File: src/rtl/core/jddm_pkg.sv
// ---------------------------------------------------------------------------
// jddm_pkg
// Shared widths, stage positions, register codes and types for the
// joystick differential drive mixer.
// ---------------------------------------------------------------------------
package jddm_pkg;

	// configuration port
	localparam int CFG_W     = 9;
	localparam int CFG_IDX_W = 1;
	localparam int DZ_W      = 8;
	localparam int CAP_W     = 9;
	localparam logic [DZ_W-1:0]  DZ_RESET  = 8'd10;
	localparam logic [CAP_W-1:0] CAP_RESET = 9'd511;

	typedef enum logic [CFG_IDX_W-1:0] {
		REG_DEADZONE  = 1'b0,
		REG_SPEED_CAP = 1'b1
	} cfg_reg_t;

	// datapath widths
	localparam int AXQ_W = 10;            // scaled axis magnitude, up to 512
	localparam int SQ_W  = 19;            // axis squared, up to 2^18
	localparam int S_W   = 20;            // x^2 + y^2
	localparam int RT_W  = 18;            // root with 8 fraction bits
	localparam int RAD_W = 2 * RT_W + 1;  // root remainder
	localparam int FR_W  = 8;             // fraction bits of the root
	localparam int D8_W  = CAP_W + FR_W;  // capped root
	localparam int PR_W  = D8_W + SQ_W;   // root times difference
	localparam int NM_W  = PR_W - FR_W;   // dividend of the mix divider
	localparam int MAG_W = 9;             // motor magnitude
	localparam int MQ_W  = MAG_W;         // mix quotient bits

	// pipeline stage positions
	localparam int P_IN   = 0;
	localparam int P_AX   = P_IN + 1;
	localparam int P_SQR  = P_AX + AXQ_W;
	localparam int P_RT   = P_SQR + 1;
	localparam int P_CAP  = P_RT + RT_W;
	localparam int P_MUL  = P_CAP + 1;
	localparam int P_MD   = P_MUL + 1;
	localparam int P_OUT  = P_MD + MQ_W;
	localparam int NSTG   = P_OUT + 1;

	// per-item flags that ride along once the axes are known
	typedef struct packed {
		logic halve;
		logic y_neg;
		logic mix_left;
	} side_t;

endpackage

File: src/rtl/core/jddm_stick_if.sv
// ---------------------------------------------------------------------------
// jddm_stick_if
// Joystick sample channel: valid/ready handshake with two ADC readings and
// the halve-speed flag.
// ---------------------------------------------------------------------------
interface jddm_stick_if #(
	parameter int ADC_WIDTH = 10
) ();
	logic                 valid;
	logic                 ready;
	logic [ADC_WIDTH-1:0] stick_x;
	logic [ADC_WIDTH-1:0] stick_y;
	logic                 halve_speed;

	modport source (output valid, output stick_x, output stick_y, output halve_speed,
		input ready);
	modport sink (input valid, input stick_x, input stick_y, input halve_speed,
		output ready);
endinterface

File: src/rtl/core/jddm_motor_if.sv
// ---------------------------------------------------------------------------
// jddm_motor_if
// Motor command channel: valid/ready handshake with left and right
// magnitudes and directions.
// ---------------------------------------------------------------------------
interface jddm_motor_if ();
	logic                        valid;
	logic                        ready;
	logic [jddm_pkg::MAG_W-1:0]  left_magnitude;
	logic                        left_forward;
	logic [jddm_pkg::MAG_W-1:0]  right_magnitude;
	logic                        right_forward;

	modport source (output valid, output left_magnitude, output left_forward,
		output right_magnitude, output right_forward, input ready);
	modport sink (input valid, input left_magnitude, input left_forward,
		input right_magnitude, input right_forward, output ready);
endinterface

File: src/rtl/core/joystick_differential_drive_mixer.sv
// ---------------------------------------------------------------------------
// joystick_differential_drive_mixer
// Arcade-to-tank mixing of a two-axis joystick sample into left and right
// motor commands, as a fully pipelined datapath.
// ---------------------------------------------------------------------------
// The pipeline holds the bit-per-stage axis divider (10), root extraction (18) and mix
// divider (9) stages plus five other stages.
// Throughput: one item per cycle; each stage holds only while the stage after
// it is full and stalled, so empty slots close up under back pressure.
// Reset: arst_n clears all stage valid bits, the deadzone half width to 10 and
// speed_cap to 511; datapath registers are not reset.
module joystick_differential_drive_mixer #(
	parameter int ADC_WIDTH = 10
) (
	input  logic                          clk,
	input  logic                          arst_n,
	input  logic                          cfg_we,
	input  logic [jddm_pkg::CFG_IDX_W-1:0] cfg_index,
	input  logic [jddm_pkg::CFG_W-1:0]    cfg_data,
	jddm_stick_if.sink                    stick,
	jddm_motor_if.source                  motor
);

	localparam int MW    = (ADC_WIDTH > 9) ? ADC_WIDTH : 9;
	localparam int NUM_W = MW + 9;

	// axis divider lane
	typedef struct packed {
		logic [NUM_W-1:0]           rem;
		logic [MW-1:0]              den;
		logic [jddm_pkg::AXQ_W-1:0] q;
		logic                       neg;
		logic                       zero;
	} axd_t;

	typedef struct packed {
		axd_t x;
		axd_t y;
		logic halve;
	} ax_t;

	typedef struct packed {
		logic [jddm_pkg::RAD_W-1:0] rem;
		logic [jddm_pkg::RT_W-1:0]  root;
		logic [jddm_pkg::SQ_W-1:0]  xx;
		logic [jddm_pkg::SQ_W-1:0]  yy;
		logic [jddm_pkg::S_W-1:0]   s;
		jddm_pkg::side_t            side;
	} rt_t;

	typedef struct packed {
		logic [jddm_pkg::D8_W-1:0] d8;
		logic [jddm_pkg::SQ_W-1:0] diff;
		logic [jddm_pkg::S_W-1:0]  s;
		logic                      diff_neg;
		logic                      nz;
		jddm_pkg::side_t           side;
	} cp_t;

	typedef struct packed {
		logic [jddm_pkg::NM_W-1:0]  rem;
		logic [jddm_pkg::MQ_W-1:0]  q;
		logic [jddm_pkg::S_W-1:0]   s;
		logic [jddm_pkg::MAG_W-1:0] fm;
		logic                       diff_neg;
		logic                       nz;
		jddm_pkg::side_t            side;
	} md_t;

	typedef struct packed {
		logic [jddm_pkg::MAG_W-1:0] lm;
		logic                       lf;
		logic [jddm_pkg::MAG_W-1:0] rm;
		logic                       rf;
	} out_t;

	// one restoring divide step, quotient bit shifted in at the bottom
	function automatic axd_t ax_step(input axd_t a, input int sh);
		axd_t               r;
		logic [NUM_W:0]     t;
		r = a;
		t = (NUM_W+1)'(a.rem) - ((NUM_W+1)'(a.den) << sh);
		r.q = {a.q[jddm_pkg::AXQ_W-2:0], ~t[NUM_W]};
		if (!t[NUM_W]) begin
			r.rem = t[NUM_W-1:0];
		end
		return r;
	endfunction

	// configuration registers
	logic [jddm_pkg::DZ_W-1:0]  dz_q;
	logic [jddm_pkg::CAP_W-1:0] cap_q;

	always_ff @(posedge clk or negedge arst_n) begin
		if (!arst_n) begin
			dz_q  <= jddm_pkg::DZ_RESET;
			cap_q <= jddm_pkg::CAP_RESET;
		end else if (cfg_we) begin
			unique case (jddm_pkg::cfg_reg_t'(cfg_index))
				jddm_pkg::REG_DEADZONE:  dz_q  <= cfg_data[jddm_pkg::DZ_W-1:0];
				jddm_pkg::REG_SPEED_CAP: cap_q <= cfg_data[jddm_pkg::CAP_W-1:0];
				default: ;
			endcase
		end
	end

	// stage valid bits and per-stage enables
	logic [jddm_pkg::NSTG-1:0] v_q;
	logic [jddm_pkg::NSTG:0]   en;
	logic [jddm_pkg::NSTG-1:0] v_in;

	assign en[jddm_pkg::NSTG] = motor.ready;
	assign v_in = {v_q[jddm_pkg::NSTG-2:0], stick.valid};

	for (genvar k = 0; k < jddm_pkg::NSTG; k++) begin : g_en
		assign en[k] = ~v_q[k] | en[k+1];
	end

	always_ff @(posedge clk or negedge arst_n) begin
		if (!arst_n) begin
			v_q <= '0;
		end else begin
			for (int k = 0; k < jddm_pkg::NSTG; k++) begin
				if (en[k]) begin
					v_q[k] <= v_in[k];
				end
			end
		end
	end

	assign stick.ready = en[jddm_pkg::P_IN];
	assign motor.valid = v_q[jddm_pkg::P_OUT];

	// input stage: centre, deadzone test, divider operands
	logic [MW:0]          full_w;
	logic [MW:0]          dz2_w;
	logic [MW:0]          r2_x, r2_y, mag_x, mag_y;
	logic [NUM_W-1:0]     dif_x, dif_y;
	ax_t                  ax_in;
	ax_t                  ax_s [0:jddm_pkg::AXQ_W];

	always_comb begin
		full_w = (MW+1)'({ADC_WIDTH{1'b1}});
		dz2_w  = (MW+1)'({dz_q, 1'b0});
		r2_x   = (MW+1)'({stick.stick_x, 1'b0});
		r2_y   = (MW+1)'({stick.stick_y, 1'b0});
		ax_in.x.neg  = ~stick.stick_x[ADC_WIDTH-1];
		ax_in.y.neg  = ~stick.stick_y[ADC_WIDTH-1];
		mag_x  = ax_in.x.neg ? (full_w - r2_x) : (r2_x - full_w);
		mag_y  = ax_in.y.neg ? (full_w - r2_y) : (r2_y - full_w);
		ax_in.x.zero = (mag_x <= dz2_w);
		ax_in.y.zero = (mag_y <= dz2_w);
		dif_x  = NUM_W'(mag_x - dz2_w);
		dif_y  = NUM_W'(mag_y - dz2_w);
		ax_in.x.rem  = dif_x << 9;
		ax_in.y.rem  = dif_y << 9;
		ax_in.x.den  = MW'(full_w - dz2_w);
		ax_in.y.den  = MW'(full_w - dz2_w);
		ax_in.x.q    = '0;
		ax_in.y.q    = '0;
		ax_in.halve  = stick.halve_speed;
	end

	always_ff @(posedge clk) begin
		if (en[jddm_pkg::P_IN]) begin
			ax_s[0] <= ax_in;
		end
	end

	// axis divider, one quotient bit per stage
	for (genvar k = 0; k < jddm_pkg::AXQ_W; k++) begin : g_axdiv
		ax_t nxt;
		always_comb begin
			nxt   = ax_s[k];
			nxt.x = ax_step(ax_s[k].x, jddm_pkg::AXQ_W - 1 - k);
			nxt.y = ax_step(ax_s[k].y, jddm_pkg::AXQ_W - 1 - k);
		end
		always_ff @(posedge clk) begin
			if (en[jddm_pkg::P_AX + k]) begin
				ax_s[k+1] <= nxt;
			end
		end
	end

	// square stage: signed axes, squares, motor selection
	logic [jddm_pkg::AXQ_W-1:0] qx, qy;
	logic                       x_neg, x_zero;
	rt_t                        rt_in;
	rt_t                        rt_s [0:jddm_pkg::RT_W];

	always_comb begin
		qx     = ax_s[jddm_pkg::AXQ_W].x.zero ? '0 : ax_s[jddm_pkg::AXQ_W].x.q;
		qy     = ax_s[jddm_pkg::AXQ_W].y.zero ? '0 : ax_s[jddm_pkg::AXQ_W].y.q;
		x_zero = (qx == '0);
		x_neg  = ax_s[jddm_pkg::AXQ_W].x.neg & ~x_zero;
		rt_in.side.y_neg    = ax_s[jddm_pkg::AXQ_W].y.neg & (qy != '0);
		rt_in.side.halve    = ax_s[jddm_pkg::AXQ_W].halve;
		rt_in.side.mix_left = x_neg | (x_zero & ~rt_in.side.y_neg);
		rt_in.xx   = jddm_pkg::SQ_W'(qx * qx);
		rt_in.yy   = jddm_pkg::SQ_W'(qy * qy);
		rt_in.s    = jddm_pkg::S_W'(rt_in.xx) + jddm_pkg::S_W'(rt_in.yy);
		rt_in.rem  = jddm_pkg::RAD_W'(rt_in.s) << (2 * jddm_pkg::FR_W);
		rt_in.root = '0;
	end

	always_ff @(posedge clk) begin
		if (en[jddm_pkg::P_SQR]) begin
			rt_s[0] <= rt_in;
		end
	end

	// root extraction, one root bit per stage
	for (genvar k = 0; k < jddm_pkg::RT_W; k++) begin : g_root
		localparam int B = jddm_pkg::RT_W - 1 - k;
		logic [jddm_pkg::RAD_W-1:0] cand;
		logic                       take;
		rt_t                        nxt;
		always_comb begin
			cand = (jddm_pkg::RAD_W'(rt_s[k].root) << (2 * B + 2))
				| (jddm_pkg::RAD_W'(1) << (2 * B));
			take = (rt_s[k].rem >= cand);
			nxt  = rt_s[k];
			nxt.root = {rt_s[k].root[jddm_pkg::RT_W-2:0], take};
			if (take) begin
				nxt.rem = rt_s[k].rem - cand;
			end
		end
		always_ff @(posedge clk) begin
			if (en[jddm_pkg::P_RT + k]) begin
				rt_s[k+1] <= nxt;
			end
		end
	end

	// saturation and difference of squares
	logic [jddm_pkg::D8_W-1:0] cap8;
	cp_t                       cp_in;
	cp_t                       cp_s1;

	always_comb begin
		cap8 = {cap_q, {jddm_pkg::FR_W{1'b0}}};
		cp_in.d8 = (rt_s[jddm_pkg::RT_W].root > jddm_pkg::RT_W'(cap8)) ? cap8
			: jddm_pkg::D8_W'(rt_s[jddm_pkg::RT_W].root);
		cp_in.diff_neg = (rt_s[jddm_pkg::RT_W].xx > rt_s[jddm_pkg::RT_W].yy);
		cp_in.diff = cp_in.diff_neg
			? (rt_s[jddm_pkg::RT_W].xx - rt_s[jddm_pkg::RT_W].yy)
			: (rt_s[jddm_pkg::RT_W].yy - rt_s[jddm_pkg::RT_W].xx);
		cp_in.s    = rt_s[jddm_pkg::RT_W].s;
		cp_in.nz   = (rt_s[jddm_pkg::RT_W].s != '0);
		cp_in.side = rt_s[jddm_pkg::RT_W].side;
	end

	always_ff @(posedge clk) begin
		if (en[jddm_pkg::P_CAP]) begin
			cp_s1 <= cp_in;
		end
	end

	// multiply root by difference, drop the fraction bits
	logic [jddm_pkg::PR_W-1:0] prod;
	md_t                       md_in;
	md_t                       md_s [0:jddm_pkg::MQ_W];

	always_comb begin
		prod = jddm_pkg::PR_W'(cp_s1.d8) * jddm_pkg::PR_W'(cp_s1.diff);
		md_in.rem      = prod[jddm_pkg::PR_W-1:jddm_pkg::FR_W];
		md_in.q        = '0;
		md_in.s        = cp_s1.s;
		md_in.fm       = cp_s1.d8[jddm_pkg::D8_W-1:jddm_pkg::FR_W];
		md_in.diff_neg = cp_s1.diff_neg;
		md_in.nz       = cp_s1.nz;
		md_in.side     = cp_s1.side;
	end

	always_ff @(posedge clk) begin
		if (en[jddm_pkg::P_MUL]) begin
			md_s[0] <= md_in;
		end
	end

	// mix divider by x^2 + y^2, one quotient bit per stage
	for (genvar k = 0; k < jddm_pkg::MQ_W; k++) begin : g_mixdiv
		logic [jddm_pkg::NM_W:0] t;
		md_t                     nxt;
		always_comb begin
			t = (jddm_pkg::NM_W+1)'(md_s[k].rem)
				- ((jddm_pkg::NM_W+1)'(md_s[k].s) << (jddm_pkg::MQ_W - 1 - k));
			nxt   = md_s[k];
			nxt.q = {md_s[k].q[jddm_pkg::MQ_W-2:0], ~t[jddm_pkg::NM_W]};
			if (!t[jddm_pkg::NM_W]) begin
				nxt.rem = t[jddm_pkg::NM_W-1:0];
			end
		end
		always_ff @(posedge clk) begin
			if (en[jddm_pkg::P_MD + k]) begin
				md_s[k+1] <= nxt;
			end
		end
	end

	// output stage: signs, motor assignment, halving
	logic [jddm_pkg::MAG_W-1:0] mix_mag, full_mag, lm, rm;
	logic                       mix_neg, full_neg, ln, rn;
	out_t                       out_in;
	out_t                       out_q;

	always_comb begin
		mix_mag  = md_s[jddm_pkg::MQ_W].nz ? md_s[jddm_pkg::MQ_W].q  : '0;
		full_mag = md_s[jddm_pkg::MQ_W].nz ? md_s[jddm_pkg::MQ_W].fm : '0;
		full_neg = md_s[jddm_pkg::MQ_W].side.y_neg & (full_mag != '0);
		mix_neg  = (md_s[jddm_pkg::MQ_W].side.y_neg ^ md_s[jddm_pkg::MQ_W].diff_neg)
			& (mix_mag != '0);
		if (md_s[jddm_pkg::MQ_W].side.mix_left) begin
			lm = mix_mag;
			ln = mix_neg;
			rm = full_mag;
			rn = full_neg;
		end else begin
			lm = full_mag;
			ln = full_neg;
			rm = mix_mag;
			rn = mix_neg;
		end
		if (md_s[jddm_pkg::MQ_W].side.halve) begin
			lm = lm >> 1;
			rm = rm >> 1;
		end
		out_in.lm = lm;
		out_in.lf = ~ln;
		out_in.rm = rm;
		out_in.rf = ~rn;
	end

	always_ff @(posedge clk) begin
		if (en[jddm_pkg::P_OUT]) begin
			out_q <= out_in;
		end
	end

	assign motor.left_magnitude  = out_q.lm;
	assign motor.left_forward    = out_q.lf;
	assign motor.right_magnitude = out_q.rm;
	assign motor.right_forward   = out_q.rf;

endmodule
File: src/flat_wrapper.sv
// flat-port wrapper written by rule: the top's interface ports become plain ports
module joystick_differential_drive_mixer_flat 
#(
	parameter int ADC_WIDTH = 10
)
  (clk, arst_n, cfg_we, cfg_index, cfg_data, stick_valid, stick_stick_x, stick_stick_y, stick_halve_speed, stick_ready, motor_valid, motor_left_magnitude, motor_left_forward, motor_right_magnitude, motor_right_forward, motor_ready);
  jddm_stick_if #(.ADC_WIDTH(ADC_WIDTH)) stick_i ();
  jddm_motor_if motor_i ();
  input  logic clk;
  input  logic arst_n;
  input  logic cfg_we;
  input  logic [jddm_pkg::CFG_IDX_W-1:0] cfg_index;
  input  logic [jddm_pkg::CFG_W-1:0] cfg_data;
  input wire logic [$bits(stick_i.valid)-1:0] stick_valid;
  input wire logic [$bits(stick_i.stick_x)-1:0] stick_stick_x;
  input wire logic [$bits(stick_i.stick_y)-1:0] stick_stick_y;
  input wire logic [$bits(stick_i.halve_speed)-1:0] stick_halve_speed;
  output wire logic [$bits(stick_i.ready)-1:0] stick_ready;
  output wire logic [$bits(motor_i.valid)-1:0] motor_valid;
  output wire logic [$bits(motor_i.left_magnitude)-1:0] motor_left_magnitude;
  output wire logic [$bits(motor_i.left_forward)-1:0] motor_left_forward;
  output wire logic [$bits(motor_i.right_magnitude)-1:0] motor_right_magnitude;
  output wire logic [$bits(motor_i.right_forward)-1:0] motor_right_forward;
  input wire logic [$bits(motor_i.ready)-1:0] motor_ready;
  assign stick_i.valid = stick_valid;
  assign stick_i.stick_x = stick_stick_x;
  assign stick_i.stick_y = stick_stick_y;
  assign stick_i.halve_speed = stick_halve_speed;
  assign stick_ready = stick_i.ready;
  assign motor_valid = motor_i.valid;
  assign motor_left_magnitude = motor_i.left_magnitude;
  assign motor_left_forward = motor_i.left_forward;
  assign motor_right_magnitude = motor_i.right_magnitude;
  assign motor_right_forward = motor_i.right_forward;
  assign motor_i.ready = motor_ready;
  joystick_differential_drive_mixer #(.ADC_WIDTH(ADC_WIDTH)) u_core (.clk(clk), .arst_n(arst_n), .cfg_we(cfg_we), .cfg_index(cfg_index), .cfg_data(cfg_data), .stick(stick_i), .motor(motor_i));
endmodule
File: config.mk
export PLATFORM = sky130hd
export DESIGN_NAME = joystick_differential_drive_mixer_flat
export DESIGN_NICKNAME = d
export VERILOG_FILES = /design/src/rtl/core/jddm_pkg.sv /design/src/rtl/core/jddm_stick_if.sv /design/src/rtl/core/jddm_motor_if.sv /design/src/rtl/core/joystick_differential_drive_mixer.sv /design/src/flat_wrapper.sv
export SDC_FILE = /design/constraint.sdc
export NUM_CORES = 2
export LEC_CHECK = 0
export BUFFER_PORTS_ARGS = -buffer_cell sky130_fd_sc_hd__buf_2
export CAP_MARGIN = 5
export CORE_AREA = 2 2 441 531
export DETAILED_ROUTE_END_ITERATION = 10
export DIE_AREA = 0 0 443 533
export GPL_TIMING_DRIVEN = 0
export PLACE_DENSITY_LB_ADDON = 0.15
export SETUP_SLACK_MARGIN = 0.15
export SYNTH_ARGS = -nofsm -noshare
export SYNTH_HDL_FRONTEND = slang
export SYNTH_SLANG_ARGS = --single-unit
File: constraint.sdc
create_clock -name clk -period 17.7 [get_ports clk]
set_clock_uncertainty 0.15 [all_clocks]
set_input_delay 3.54 -clock clk [delete_from_list [all_inputs] [get_ports clk]]
set_output_delay 3.54 -clock clk [all_outputs]
set_load 0.01 [all_outputs]
==> out/results.ini <==
[status]
status=complete, no violations

[critical_path]
reg2regPathDepth=23
path_cells=buf_2 > nand2b_1 > nor2_1 > inv_1 > nor4_2 > clkbuf_4 > nand4_1 > buf_8 > buf_8 > buf_8 > nor3_1 > and2_1 > and4_1 > and2_1 > nand3_1 > buf_16 > buf_2
crit_fanout=26
worst_path_max_delay_cell=nand4_1
cp-end-kind=primary output
r2r-start=u_core.cp_s1[49]
crit_arrival_ns=10.21
r2r_end=u_core.md_s[0][64]
criticalPathCategory=input pin to primary output
cp_common_cell=buf_8
cp_data_required_time_ns=14.01
slowest_delay_ns=0.64
r2r_slack_ns=8.92
critPathLaunchType=input pin

[synthesis]
dominantRegCellSynth=edfxtp_1
async_reset_ff_share_pct=2.05
ys_ff_latch=2880
synth_warnings=0
syn_area_mm2=0.138
yosys.area.top_type=edfxtp_1
synth.top_cell.area_share_pct=61.4
synth_edf_count=2821
synth_most_common_cell=edfxtp_1
yosysSeqAreaShare_pct=62.4
syn_avg_cell_area_um2=13.8
synth_commonest_cells=edfxtp_1 (2821), inv_1 (1153), ha_1 (785), nand2_1 (703), o21ai_0 (409)
synth.area.top_cells=edfxtp_1 (61%), ha_1 (7.1%), fa_1 (5.5%)
post_synth_num_cell_types=94
syn_inst=10000
syn_nets=11200

[detailed_routing]
drc=0
wire_per_inst_um=20.5
met1_length_mm=99.8
vias=77000
met2_length_mm=155
drt_iter0_drc=4216
drtAntennaViolNets=0
highest_layer=met4
vias_per_cell=5.62
drt_wl_total_mm=281
dr.pass1.iters=5
route.met3.wl_mm=9.70

[global_routing]
grt_overflow=0
antenna_found_initial=5
grtUsageTotal_pct=24.1
grt_max_degree=72
grt_pass1_wl_mm=442
grt_pass1_vias=80800

[timing]
fin_setup_tns_ns=0
fmaxAchievable_ghz=0.0719
slew_violations=0
slew_headroom_pct=13.7
rsz0062_at_grt=false
min_period_ns=13.90
setup_viol=0
period_share_pct=78.6
hold_viol=0
fin_hold_ws_ns=0.232
tightest_slew_ns=1.29

[die]
dieHeight_um=533
die-area_mm2=0.236
ios=58
rows=194
fp.dieW_um=443
coreArea_mm2=0.231
initial_utilization_pct=59.7

[final_layout]
layout-drive-gt1-share_pct=8.35
layout.cells.non_filler=13700
layout.area.seq_mm2=0.0862
final_net_count=11600
area_delta_synth_final_pct=10.5
fillers=16400
final_core_util_pct=66.0
multi_input_area_mm2=0.0470

[min_path]
hold_class=flop to flop
holdPathEnd=u_core.md_s[2][44]
hold_path_depth=0
min_from=u_core.md_s[1][44]

[clock_network]
cts_buffers=289
cts_setup_buffers=0
cts_buffer_depth=4
insertion_delay_ns=0.86
clkTransAtPathRegs_ns=0.06
cts_hold_buf=0
cts.sink_count=2880
cts_tree=done
cts.repair.resized=0
cts_root_buf=clkbuf_16
htreeDepth=5

[placement]
port_buffers=55
gp_congestion=0.924
dp_hpwl_mm=212
placed_cells=13200

[flow_run]
maxCapViolCount=0

logic make-up (layout without fill, tap and decap cells):
family	after synthesis	after routing	synth area share, %
AOI/OAI and AO/OA	1557	1557	7.15
muxes	257	257	2.19
and+or+nand+nor	2214	2214	7.97
xor gates and xnor gates	623	623	3.95
DFF	2880	2880	62.4
adders and majority gates	1165	1165	12.6
buffers and inverters	1333	1956	3.66
other	1	8	0.00272
state kept, by name, summed over array words and instances, names as in the netlist:
signal / cells
u_core.motor.right_forward: 1
u_core.cp_s1: 61
u_core.motor.right_magnitude: 9
u_core.rt_s: 1608
u_core.ax_s: 515
u_core.v_q: 42
u_core.cap_q: 9
u_core.dz_q: 8
u_core.md_s: 617
u_core.motor.left_magnitude: 9
u_core.motor.left_forward: 1
layer usage:
| layer | vias up | global-route usage (%) |
|---|---|---|
| met2 | 1597 | 46.1 |
| met5 | - | 0 |
| met1 | 37900 | 25.4 |
| met3 | 656 | 2.70 |
| li1 | 36800 | - |
| met4 | 0 | 13.6 |
per-stage QoR:
step	cell area [um2]	setup slack, ns
floorplan	138000	2.90
global route	153000	3.19
detailed placement	143000	3.27
global placement	142000	-2.99
finish	153000	3.80
CTS	153000	3.05
critical path, delay by kind of cell:
family	cells	cell delay (ns)
buf+inv	8	2.28
simple gates	9	4.34
worst max-delay path by stage:
stage	start	to	slack (ns)	cells after the start
6_report	motor_ready	stick_ready	3.80	17
4_1_cts	motor_ready	stick_ready	3.05	16
3_5_place_dp	motor_ready	stick_ready	3.27	16
5_1_grt	motor_ready	stick_ready	3.19	17
3_3_place_gp	motor_ready	u_core.rt_s[2][114]	-2.99	13
2_1_floorplan	motor_ready	u_core.rt_s[2][0]	2.90	12
cell type report:
class / count / share of cell area, %
antenna: 7 / 0.0115
buffer: 179 / 0.476
clock buffer: 358 / 5.03
clock inverter: 158 / 0.940
inverter: 1154 / 2.85
multi-input combinational: 5817 / 30.8
sequential: 2880 / 56.5
tap: 3038 / 2.49
timing repair buffer: 107 / 0.912
placed cells by master, fill, tap and decap left out, drive strengths merged, types with 35 or more instances in the layout:
| cell type | instances |
|---|---|
| a21o | 168 |
| nor2b | 119 |
| and2 | 219 |
| o21ai | 416 |
| o31ai | 64 |
| nand3 | 100 |
| clkbuf | 506 |
| nand2b | 103 |
| or3 | 81 |
| o21a | 112 |
| a21oi | 410 |
| mux2i | 44 |
| nand4 | 35 |
| nor2 | 372 |
| inv | 1165 |
| nand2 | 703 |
| clkinv | 117 |
| fa | 380 |
| a31oi | 36 |
| a211oi | 35 |
| o21bai | 97 |
| nor4 | 95 |
| xnor2 | 346 |
| nor3 | 198 |
| buf | 138 |
| ha | 785 |
| xor2 | 277 |
| dfrtp | 48 |
| or2 | 42 |
| mux2 | 197 |
| edfxtp | 2821 |
| and3 | 43 |
Power is not shown: default switching activity piles up to over one toggle a cycle in this logic, so the estimate is an artifact.
